===== config.mk =====
export PLATFORM = sky130hd
export DESIGN_NAME = sbf_horner_cell
export DESIGN_NICKNAME = d
export VERILOG_FILES = /design/src/rtl/core/sbf_pkg.sv /design/src/rtl/core/sbf_horner_cell.sv
export SDC_FILE = /design/constraint.sdc
export NUM_CORES = 2
export LEC_CHECK = 0
export ABC_AREA = 1
export BUFFER_PORTS_ARGS = -buffer_cell sky130_fd_sc_hd__buf_2
export CORE_MARGIN = 2
export CORE_UTILIZATION = 40
export CTS_CLUSTER_DIAMETER = 30
export CTS_CLUSTER_SIZE = 25
export DETAILED_ROUTE_END_ITERATION = 8
export HOLD_SLACK_MARGIN = 0.15
export PLACE_DENSITY_LB_ADDON = 0.3
export SLEW_MARGIN = 10
export SYNTH_ARGS = -nofsm -noshare
export SYNTH_HDL_FRONTEND = slang
export SYNTH_SLANG_ARGS = --single-unit

===== constraint.sdc =====
create_clock -name clk -period 7.1 [get_ports clk]
set_clock_uncertainty 0.05 [all_clocks]
set_input_delay 0.355 -clock clk [delete_from_list [all_inputs] [get_ports clk]]
set_output_delay 0.355 -clock clk [all_outputs]
set_load 0.005 [all_outputs]

===== src/rtl/core/sbf_pkg.sv =====
// Shared types and constants for the sinusoid boundary fit evaluator.
// No dependencies.
package sbf_pkg;

  localparam logic [31:0] ONE_Q30     = 32'h4000_0000;
  localparam logic [31:0] TURN_K_HI   = 32'h28BE_60DB;
  localparam logic [31:0] TURN_K_LO   = 32'h9391_054A;
  localparam logic [31:0] HALF_PI_Q30 = 32'h6487_ED51;

  localparam int SIN_STEPS = 7;
  localparam int COS_STEPS = 8;
  localparam int CELL_LAT  = 3;

  localparam int SIN_DEN [SIN_STEPS] = '{210, 156, 110, 72, 42, 20, 6};
  localparam int COS_DEN [COS_STEPS] = '{240, 182, 132, 90, 56, 30, 12, 2};

  typedef enum logic [1:0] {
    ST_OK       = 2'd0,
    ST_EQUAL    = 2'd1,
    ST_OVERSLOPE = 2'd2
  } status_t;

  typedef enum logic [1:0] {
    CFG_START = 2'd0,
    CFG_BOUND = 2'd1,
    CFG_SLOPE = 2'd2
  } cfg_idx_t;

  typedef enum logic [3:0] {
    FS_IDLE = 4'b0001,
    FS_MUL  = 4'b0010,
    FS_DIV  = 4'b0100,
    FS_FIN  = 4'b1000
  } fit_state_t;

  // One Horner step's operands, handed cell to cell.
  typedef struct packed {
    logic [31:0]        r2;
    logic signed [31:0] acc;
  } cell_t;

  // Fit terms derived from the configuration registers.
  typedef struct packed {
    logic               busy;
    status_t            status;
    logic signed [63:0] o;
    logic signed [31:0] v;
    logic [61:0]        w;
  } fit_t;

endpackage


===== src/rtl/core/sbf_horner_cell.sv =====
// One Horner step: acc' = 1 - trunc(r2 * acc / (DEN * 2^30)), three stages.
// Depends on sbf_pkg.
module sbf_horner_cell import sbf_pkg::*; #(
  parameter int DEN = 6
) (
  input  logic  clk,
  input  logic  en,
  input  cell_t cin,
  output cell_t cout
);

  localparam logic [31:0] RECIP = 32'((64'd1 << 32) / DEN);
  localparam logic [40:0] DEN_W = 41'(DEN);

  logic [62:0] p_r;
  logic [31:0] r2a_r, r2b_r;
  logic [31:0] x_r, q0_r;
  logic [63:0] qm;
  logic [40:0] rem;
  logic [31:0] q;

  // x < 2^32 so the floor reciprocal is off by at most one
  assign qm  = 64'(p_r[61:30]) * 64'(RECIP);
  assign rem = 41'(x_r) - 41'(q0_r) * DEN_W;
  assign q   = q0_r + 32'(rem >= DEN_W);

  always_ff @(posedge clk) begin
    if (en) begin
      p_r       <= 63'(cin.r2) * 63'(cin.acc[30:0]);
      r2a_r     <= cin.r2;
      x_r       <= p_r[61:30];
      q0_r      <= qm[63:32];
      r2b_r     <= r2a_r;
      cout.acc  <= $signed(ONE_Q30 - q);
      cout.r2   <= r2b_r;
    end
  end

endmodule


==> flow_metrics.env <==
export IMPL_run_status="complete, no violations"
export IMPL_timing_critical_path_from_type="register"
export IMPL_setup_violations_final=0
export IMPL_hold_worst_slack_ns=0.212
export IMPL_fmax_mhz=145
export IMPL_drive_gt1_frac=0.0936
export IMPL_synth_yosys_seq_area_share=0.110
export IMPL_timing_critical_path_from="p_r[41]$_DFFE_PP_"
export IMPL_place_port_buffers=128
export IMPL_worst_setup_path_end_kind="register"
export IMPL_yosysWarningCount=0
export IMPL_ctsRootBufferMaster="sky130_fd_sc_hd__clkbuf_16"
export IMPL_crit_end="q0_r[0]$_DFFE_PP_"
export IMPL_finalCriticalPeriod_ns=6.88
export IMPL_critical_path_arrival_ns=7.27
export IMPL_tightestPinTransition_ns=1.05
export IMPL_drt_drc_violations_left=0
export IMPL_async_s_r_ff_share_synth=0
export IMPL_timing_slew_headroom=0.303
export IMPL_die_boundary_width_microns=393
export IMPL_core_area_sq_um=150000
export IMPL_synth_top_family_by_area="adder cells"
export IMPL_fin_nets=9649
export IMPL_rsz0062_at_grt="no"
export IMPL_grt_pass1_vias=50900
export IMPL_synthToLayoutAreaGrowth_pct=13.7
export IMPL_critical_path_class="register to register"
export IMPL_grt_pass1_wl_microns=286000
export IMPL_regToRegEndpoint="q0_r[0]$_DFFE_PP_"
export IMPL_num_rows=142
export IMPL_antenna_cells_inserted=0
export IMPL_htreeDepth=2
export IMPL_drtAntennaViolNets=0
export IMPL_antenna_found_initial=5
export IMPL_cts_root_to_sink_buffers=3
export IMPL_drt_first_pass_iters=6
export IMPL_timing_final_max_slew_violations=0
export IMPL_synth_area_per_cell_sq_um=8.33
export IMPL_grt_util_all_layers=0.242
export IMPL_clock_insertion_delay_worst_skew_ns=0.67
export IMPL_required_ns=7.48
export IMPL_start_util=0.404
export IMPL_cts_reportedPaths_clkPinSlew_ns=0.05
export IMPL_io_pin_count=130
export IMPL_r2r_start="p_r[41]$_DFFE_PP_"
export IMPL_pin_count_of_the_biggest_net_entering_global_routing=172
export IMPL_synth_area_sq_um=60600
export IMPL_dp_hpwl_microns=162000
export IMPL_post_syn_nets=9219
export IMPL_layout_commonest_cell="sky130_fd_sc_hd__inv_1"
export IMPL_synth_simple_gate_area_share=0.149
export IMPL_cap_viol_max_count=0
export IMPL_via_count=47600
export IMPL_routed_wirelength_microns=182000
export IMPL_synth_compound_area_frac=0.0491
export IMPL_viasPerCell=4.87
export IMPL_chipHeight_microns=393
export IMPL_tritoncts="yes"
export IMPL_post_synth_mux_area_share=0
export IMPL_layout_cells_most_common_list="sky130_fd_sc_hd__inv_1, sky130_fd_sc_hd__nand2_1, sky130_fd_sc_hd__fa_1"
export IMPL_synthDistinctLibCells=50
export IMPL_final_util=0.459
export IMPL_finalHoldViolCount=0
export IMPL_flip_flop_and_latch_count_after_synthesis=221
export IMPL_clock_sinks=221
export IMPL_drtIter0Drc=2904
export IMPL_timing_reg2reg_worst_path_depth=21
export IMPL_globalRouteOverflowTotal=0
export IMPL_globalplace_congestion=0.972
export IMPL_critical_path_max_fanout=4
export IMPL_period_share=0.969
export IMPL_cts_buffers_inserted=60
export IMPL_hold_path_startpoint="cin[32]"
export IMPL_synth_edff_count=221
export IMPL_post_synth_fa_ha_maj_area_fraction=0.537
export IMPL_area_of_the_die_sq_um=155000
export IMPL_reg_to_reg_setup_timing_slack_ns=0.22
export IMPL_routed_wire_length_per_instance_microns=18.6
export IMPL_hold_path_class="input pin to register"
export IMPL_synthXorXnorAreaFrac=0.0152
export IMPL_synth_ff_type="sky130_fd_sc_hd__edfxtp_1"
export IMPL_syn_inst=7272
==> worst max-delay path, stage by stage, from the launching register on <==
cell and delay (ns):
sky130_fd_sc_hd__edfxtp_1 0.52, sky130_fd_sc_hd__ha_1 0.47, sky130_fd_sc_hd__inv_1 0.09, sky130_fd_sc_hd__fa_1 0.58, sky130_fd_sc_hd__inv_1 0.08, sky130_fd_sc_hd__fa_1 0.48
sky130_fd_sc_hd__inv_1 0.05, sky130_fd_sc_hd__fa_1 0.48, sky130_fd_sc_hd__fa_1 0.54, sky130_fd_sc_hd__inv_1 0.06, sky130_fd_sc_hd__fa_1 0.45, sky130_fd_sc_hd__fa_1 0.58
sky130_fd_sc_hd__fa_1 0.45, sky130_fd_sc_hd__ha_1 0.35, sky130_fd_sc_hd__nand2_1 0.11, sky130_fd_sc_hd__o21ai_0 0.27, sky130_fd_sc_hd__o21bai_1 0.16, sky130_fd_sc_hd__a21oi_1 0.06
sky130_fd_sc_hd__buf_4 0.15, sky130_fd_sc_hd__o21ai_0 0.23, sky130_fd_sc_hd__buf_4 0.18, sky130_fd_sc_hd__xor2_1 0.30
==> cell usage after synthesis, types with 21 or more instances <==
cell type	number	area (sq um)
sky130_fd_sc_hd__o21bai_1	23	173
sky130_fd_sc_hd__inv_1	2037	7650
sky130_fd_sc_hd__xor2_1	84	736
sky130_fd_sc_hd__o21ai_0	114	571
sky130_fd_sc_hd__a31oi_1	33	206
sky130_fd_sc_hd__ha_1	684	8560
sky130_fd_sc_hd__clkbuf_1	188	706
sky130_fd_sc_hd__a21o_1	25	188
sky130_fd_sc_hd__fa_1	1197	24000
sky130_fd_sc_hd__nand2_1	1705	6400
sky130_fd_sc_hd__nand4_1	32	200
sky130_fd_sc_hd__nor3_1	35	175
sky130_fd_sc_hd__nand3_1	129	646
sky130_fd_sc_hd__edfxtp_1	221	6640
sky130_fd_sc_hd__o21a_1	22	165
sky130_fd_sc_hd__nor2_1	362	1360
sky130_fd_sc_hd__a21oi_1	232	1160
sky130_fd_sc_hd__xnor2_1	21	184
==> per-layer routing <==
| layer | up-vias | share of wire | wire, microns | global-route usage |
|---|---|---|---|---|
| met4 | 6 | 0.043 | 7820 | 0.0909 |
| met2 | 1268 | 0.49 | 89100 | 0.424 |
| met5 | - | 0.00019 | 35 | 0 |
| met1 | 23700 | 0.42 | 76600 | 0.310 |
| li1 | 22300 | - | - | - |
| met3 | 301 | 0.044 | 8050 | 0.0234 |
==> registers in the layout, summed over array words and instances (netlist names) <==
name / count
q0_r: 30
r2b_r: 32
x_r: 31
p_r: 32
r2a_r: 32
cout: 64
==> through the flow <==
stage                     TNS [ns]  instances  worst slack, ns  instance area (sq um)
final                            0       9769            0.217                  68900
after global routing             0       9769           0.0117                  68900
after CTS                        0       9755           0.0830                  68700
after detailed placement     -4.58       9640           -0.360                  66600
after global placement       -4.02       9640           -0.315                  66600
after floorplan                  0       7272            0.540                  60600
==> how the worst min path moves through the flow <==
| stage | slack, ns | cells after the start | to |
|---|---|---|---|
| global route | 0.19 | 2 | r2a_r[0]$_DFFE_PP_ |
| CTS | 0.16 | 2 | r2a_r[0]$_DFFE_PP_ |
| floorplan | 0.35 | 0 | cout[32]$_DFFE_PP_ |
| detailed placement | 0.35 | 0 | cout[32]$_DFFE_PP_ |
| global placement | 0.35 | 0 | cout[45]$_DFFE_PP_ |
| finish | 0.21 | 2 | r2a_r[0]$_DFFE_PP_ |
==> cell families (layout without fill, tap and decap cells) <==
family | after synthesis | in the layout
compound gates | 513 | 513
xor+xnor | 105 | 105
fa+ha+maj | 1881 | 1881
buf+inv | 2256 | 2737
flops | 221 | 221
simple gates | 2296 | 2296
==> cell type report <==
class	count	area, sq um
timing repair buffer	581	4450
clock inverter	50	644
multi-input combinational	4795	45500
fill	14800	81200
tap	2016	2520
sequential	221	6640
inverter	2043	7670
clock buffer	63	1510
==> what timing repair did <==
action	CTS	global route
gates resized for setup	0	15
setup buffers	0	14
hold endpoints to repair	51	0
endpoints found under the setup margin	0	20
hold buffers	2	0
Power is left out: the tool's default activity adds up to more than one toggle a clock period on the data nets, which glitch-free logic cannot reach.
