$ cat src/rtl/core/sbf_pkg.sv
// Shared types and constants for the sinusoid boundary fit evaluator.
// No dependencies.
package sbf_pkg;

  localparam logic [31:0] ONE_Q30     = 32'h4000_0000;
  localparam logic [31:0] TURN_K_HI   = 32'h28BE_60DB;
  localparam logic [31:0] TURN_K_LO   = 32'h9391_054A;
  localparam logic [31:0] HALF_PI_Q30 = 32'h6487_ED51;

  localparam int SIN_STEPS = 7;
  localparam int COS_STEPS = 8;
  localparam int CELL_LAT  = 3;

  localparam int SIN_DEN [SIN_STEPS] = '{210, 156, 110, 72, 42, 20, 6};
  localparam int COS_DEN [COS_STEPS] = '{240, 182, 132, 90, 56, 30, 12, 2};

  typedef enum logic [1:0] {
    ST_OK       = 2'd0,
    ST_EQUAL    = 2'd1,
    ST_OVERSLOPE = 2'd2
  } status_t;

  typedef enum logic [1:0] {
    CFG_START = 2'd0,
    CFG_BOUND = 2'd1,
    CFG_SLOPE = 2'd2
  } cfg_idx_t;

  typedef enum logic [3:0] {
    FS_IDLE = 4'b0001,
    FS_MUL  = 4'b0010,
    FS_DIV  = 4'b0100,
    FS_FIN  = 4'b1000
  } fit_state_t;

  // One Horner step's operands, handed cell to cell.
  typedef struct packed {
    logic [31:0]        r2;
    logic signed [31:0] acc;
  } cell_t;

  // Fit terms derived from the configuration registers.
  typedef struct packed {
    logic               busy;
    status_t            status;
    logic signed [63:0] o;
    logic signed [31:0] v;
    logic [61:0]        w;
  } fit_t;

endpackage

$ cat src/rtl/core/sbf_fit_unit.sv
// Configuration registers and the fit terms o, w and status.
// Bit-serial divider for v^2/|d|; depends on sbf_pkg.
module sbf_fit_unit import sbf_pkg::*; (
  input  logic        clk,
  input  logic        rst_n,
  input  logic        cfg_we,
  input  logic [1:0]  cfg_index,
  input  logic [31:0] cfg_data,
  output fit_t        fit
);

  logic signed [31:0] s1_r, s2_r, v_r;
  fit_state_t  state_r, state_nxt;
  logic [5:0]  cnt_r, cnt_nxt;
  logic [32:0] dm_r, dm_nxt;
  logic        dpos_r, dpos_nxt, dz_r, dz_nxt;
  logic [62:0] sq_r, sq_nxt, quo_r, quo_nxt;
  logic [32:0] rem_r, rem_nxt;
  logic signed [63:0] o_r, o_nxt;
  logic [61:0] w_r, w_nxt;
  status_t     st_r, st_nxt;

  logic signed [32:0] d;
  logic [31:0] vm;
  logic [33:0] trial;
  logic [63:0] asum;
  logic [62:0] a;
  logic [62:0] wd;

  assign d     = 33'(s1_r) - 33'(s2_r);
  assign vm    = v_r[31] ? 32'(-33'(v_r)) : 32'(v_r);
  assign trial = {rem_r, sq_r[62]};
  assign asum  = 64'(dm_r) + 64'(quo_r);
  assign a     = asum[63:1];
  assign wd    = (63'(dm_r) > quo_r) ? 63'(dm_r) - quo_r : quo_r - 63'(dm_r);

  always_comb begin
    state_nxt = state_r;
    cnt_nxt   = cnt_r;
    dm_nxt    = dm_r;
    dpos_nxt  = dpos_r;
    dz_nxt    = dz_r;
    sq_nxt    = sq_r;
    quo_nxt   = quo_r;
    rem_nxt   = rem_r;
    o_nxt     = o_r;
    w_nxt     = w_r;
    st_nxt    = st_r;
    case (state_r)
      FS_IDLE: ;
      FS_MUL: begin
        dm_nxt    = d[32] ? 33'(-d) : 33'(d);
        dpos_nxt  = !d[32] && (d != '0);
        dz_nxt    = (d == '0);
        sq_nxt    = 63'(vm) * 63'(vm);
        quo_nxt   = '0;
        rem_nxt   = '0;
        cnt_nxt   = '0;
        state_nxt = FS_DIV;
      end
      FS_DIV: begin
        if (trial >= 34'(dm_r)) begin
          rem_nxt = 33'(trial - 34'(dm_r));
          quo_nxt = {quo_r[61:0], 1'b1};
        end else begin
          rem_nxt = trial[32:0];
          quo_nxt = {quo_r[61:0], 1'b0};
        end
        sq_nxt  = {sq_r[61:0], 1'b0};
        cnt_nxt = cnt_r + 6'd1;
        if (cnt_r == 6'd62) state_nxt = FS_FIN;
      end
      FS_FIN: begin
        w_nxt = wd[62:1];
        o_nxt = dpos_r ? 64'(s2_r) + 64'(a) : 64'(s2_r) - 64'(a);
        if (dz_r) st_nxt = ST_EQUAL;
        else if (63'(vm) > a) st_nxt = ST_OVERSLOPE;
        else st_nxt = ST_OK;
        state_nxt = FS_IDLE;
      end
      default: state_nxt = FS_MUL;
    endcase
    if (cfg_we) state_nxt = FS_MUL;
  end

  always_ff @(posedge clk) begin
    if (!rst_n) begin
      s1_r    <= '0;
      s2_r    <= '0;
      v_r     <= '0;
      state_r <= FS_MUL;
      st_r    <= ST_EQUAL;
    end else begin
      state_r <= state_nxt;
      st_r    <= st_nxt;
      if (cfg_we) begin
        case (cfg_index)
          CFG_START: s1_r <= $signed(cfg_data);
          CFG_BOUND: s2_r <= $signed(cfg_data);
          CFG_SLOPE: v_r  <= $signed(cfg_data);
          default: ;
        endcase
      end
    end
  end

  always_ff @(posedge clk) begin
    cnt_r  <= cnt_nxt;
    dm_r   <= dm_nxt;
    dpos_r <= dpos_nxt;
    dz_r   <= dz_nxt;
    sq_r   <= sq_nxt;
    quo_r  <= quo_nxt;
    rem_r  <= rem_nxt;
    o_r    <= o_nxt;
    w_r    <= w_nxt;
  end

  assign fit.busy   = (state_r != FS_IDLE);
  assign fit.status = st_r;
  assign fit.o      = o_r;
  assign fit.v      = v_r;
  assign fit.w      = w_r;

endmodule

$ cat config.mk
export PLATFORM = sky130hd
export DESIGN_NAME = sbf_fit_unit
export DESIGN_NICKNAME = d
export VERILOG_FILES = /design/src/rtl/core/sbf_pkg.sv /design/src/rtl/core/sbf_fit_unit.sv
export SDC_FILE = /design/constraint.sdc
export NUM_CORES = 2
export LEC_CHECK = 0
export BUFFER_PORTS_ARGS = -buffer_cell sky130_fd_sc_hd__buf_2
export CORE_UTILIZATION = 30
export CTS_CLUSTER_SIZE = 24
export DETAILED_ROUTE_END_ITERATION = 8
export REMOVE_ABC_BUFFERS = 1
export SYNTH_ARGS = -nofsm -noshare
export SYNTH_HDL_FRONTEND = slang
export SYNTH_SLANG_ARGS = --single-unit
$ cat constraint.sdc
create_clock -name clk -period 11.8 [get_ports clk]
set_input_delay 1.77 -clock clk [delete_from_list [all_inputs] [get_ports clk]]
set_output_delay 1.77 -clock clk [all_outputs]
set_load 0.05 [all_outputs]
==> results.json <==
{
  "drc": 0,
  "port_buffers": 197,
  "cts.path.max_buffers": 3,
  "hold_viol": 0,
  "setup_viol": 0,
  "viasPerCell": 5.03,
  "crit_required_ns": 12.17,
  "layout-drive-gt1-share_pct": 6.90,
  "post-route-period-util_pct": 95.5,
  "synthTopCellsByArea": "fa_1 (26%), edfxtp_1 (16%), ha_1 (11%), inv_1 (7.8%), xnor2_1 (4.3%)",
  "design.core.area_mm2": 0.203,
  "outcome": "finished, final reports clean",
  "row_count": 165,
  "fin_tns_setup_ns": 0,
  "grt_start_max_net_pins": 153,
  "crit_path_max_incr_delay_ns": 0.85,
  "cp_common_cell": "fa_1",
  "synth_seq_area_share_pct": 19.3,
  "die_w_um": 454,
  "grt_pass1_vias": 50400,
  "num_vias": 49100,
  "critPathMaxFanout": 9,
  "synth_simple_gate_area_share_pct": 14.1,
  "path_class": "reg -> reg",
  "peakVddDrop_mv": 0.121,
  "end_kind": "flip-flop",
  "synth_ff_type": "edfxtp_1",
  "cts_max_level": 2,
  "timing.final.ws_setup_ns": 0.532,
  "wl_um": 213000,
  "async_reset_ff_share_pct": 0,
  "crit_arrival_ns": 11.64,
  "max_clock_freq_mhz": 88.7,
  "clk_pin_slew_ns": 0.06,
  "cts_buffers": 52,
  "synth_cells": 6912,
  "synth_edf_count": 326,
  "yosysTopAreaCell": "fa_1",
  "antenna_found_initial": 24,
  "synthMuxAreaShare_pct": 0.711,
  "yosys_warnings": 0,
  "fin_area_mm2": 0.0675,
  "synth_compound_area_share_pct": 12.9,
  "cap_viol_max_count": 0,
  "synth_fa_ha_area_share_pct": 37.4,
  "slew_headroom_pct": 12.2,
  "grt_pass1_wl_um": 318000,
  "mappedNetlistArea_mm2": 0.0614,
  "fin_nets": 8415,
  "gp_congestion": 0.954,
  "track_usage_pct": 20.5,
  "clock-root-buffer": "clkbuf_16",
  "yosysTopAreaCellShare_pct": 26.4,
  "critPathLaunchType": "flip-flop",
  "die_y_um": 454,
  "power_density_mw_per_mm2": 139,
  "holdWs_ns": 0.468,
  "place_hpwl_um": 173000,
  "clock_latency_ns": 0.68,
  "detail_route.wl_per_cell_um": 21.9,
  "cts_hold_buf": 0,
  "slew_violations": 0,
  "drtIter0Drc": 3769,
  "area_delta_synth_final_pct": 9.97,
  "overflow": 0,
  "dpl_worst_slack_ns": 0.564,
  "synth-xor-area-share_pct": 6.13,
  "rsz0062_at_grt": "false",
  "skew_ns": 0.0422,
  "synth.distinct_cells": 98,
  "min_path_type": "reg -> reg",
  "fin_crit_ns": 11.27,
  "ys_ff_latch": 428,
  "place_area_mm2": 0.0657,
  "die_area_mm2": 0.206,
  "p_leak_uw": 0.0321,
  "initial_core_util_pct": 30.3,
  "syn_area_per_cell_um2": 8.88,
  "cp_slowest_cell": "a2111oi_1",
  "tightest_slew_ns": 1.31,
  "clock_sink_count": 428,
  "synth_top_family_by_area": "adder cells",
  "ant_nets": 0,
  "cts_tree": "built",
  "num_io_pins": 198,
  "firstDrtPassIters": 7
}
-- metrics by stage --
step / util (%) / power, µW / std cells
3_5_place_dp: 32.4 / 7620 / 9646
5_1_grt: 33.3 / 9960 / 9753
3_3_place_gp: 32.4 / 7580 / 9646
2_1_floorplan: - / 5840 / 6683
6_report: 33.3 / 9370 / 9757
4_1_cts: 33.3 / 9380 / 9744
-- state kept, by name, summed over array words and instances (netlist names) --
signal   count
v_r         32
s2_r        32
dm_r        33
quo_r       63
st_r         2
w_r         62
s1_r        32
cnt_r        6
state_r      4
sq_r        63
rem_r       33
dz_r         1
dpos_r       1
o_r         64
-- power by group --
group          leakage [µW]  switching, µW  internal (µW)  total (µW)
Clock              0.000851            739            975        1710
Sequential          0.00410            152           1960        2110
Combinational        0.0272           3630           1920        5550
Total                0.0321           4520           4850        9370
-- cell usage after synthesis, types with 28 or more instances --
cell type and number:
a21oi_1 390, nor4_1 35, a211oi_1 33, and3_1 40, nor3_1 78, ha_1 539, a21boi_0 105, a31oi_1 63
fa_1 809, o21bai_1 53, nand3_1 73, nand2_1 699, inv_1 1268, nor2_1 587, o211ai_1 28, mux2i_1 38
xnor2_1 304, a21o_1 148, o21ai_0 199, clkbuf_1 220, nand4_1 67, edfxtp_1 326, nor2b_1 40, o21a_1 37
nand2b_1 44, and2_1 59, or3_1 32, xor2_1 126, dfxtp_1 102
-- final timing paths --
| check | from | endpoint | slack [ns] | cells past startpoint |
|---|---|---|---|---|
| worst max-delay path | v_r[2]$_SDFFE_PN0P_ | sq_r[50]$_DFFE_PP_ | 0.53 | 39 |
| worst min-delay path | s1_r[12]$_SDFFE_PN0P_ | s1_r[12]$_SDFFE_PN0P_ | 0.47 | 2 |
| worst max register to register | v_r[2]$_SDFFE_PN0P_ | sq_r[50]$_DFFE_PP_ | 0.53 | 39 |
| worst min register to register | s1_r[12]$_SDFFE_PN0P_ | s1_r[12]$_SDFFE_PN0P_ | 0.47 | 2 |
-- cell usage in the layout, fill, tap and decap left out, types with 32 or more instances in the layout --
master        n
inv_1      1267
xnor2_1     294
xor2_1      122
nor4_1       35
o21bai_1     53
and3_1       40
nor3_1       78
o21ai_0     199
and2_1       59
fa_1        809
mux2i_1      38
nor2_1      587
a31oi_1      63
or3_1        32
nand2_1     698
a21boi_0    104
a21oi_1     389
a21o_1      148
clkbuf_16    53
nor2b_1      40
nand4_1      67
buf_4        96
edfxtp_1    326
a211oi_1     33
dfxtp_1     102
nand2b_1     44
o21a_1       37
buf_2       196
ha_1        539
nand3_1      73
-- kinds of logic after synthesis --
kind of cell | count (synthesis)
simple gates | 1879
buf+inv | 1541
fa+ha+maj | 1348
compound gates | 1241
xor+xnor | 430
flops | 428
mux | 43
other cells | 2
-- layer usage --
metal  wire length, µm  up-vias  global-route usage [%]
met5                80        -                       0
met4             14100       14                    11.8
met2             96100     1732                    32.6
met1             89000    24200                    26.4
met3             14000      384                    2.98
li1                  -    22700                       -
-- worst max-delay path: cells and delay by family (launching register included) --
family          cells  cell delay, ns
fa+ha+maj           9            4.43
xor+xnor            2            0.39
simple gates       12            2.66
buf+inv             7            0.88
flops               1            0.36
compound gates      9            2.23
-- what timing repair did --
item | 4_1_cts | 5_1_grt
endpoints found under the setup margin | 0 | 8
setup buffers | 0 | 2
resized for setup | 0 | 3
-- area by class of cell --
cell class	instances	area, µm²
flip-flops and latches	428	11800
diodes	11	27.5
well taps	2672	3340
inverters	1288	4840
multi-input cells	4967	44000
repair buffers	293	1720
clock inverters	34	384
fillers	21100	135000
clock buffers	64	1390
Power figures use the tool's default switching activity.
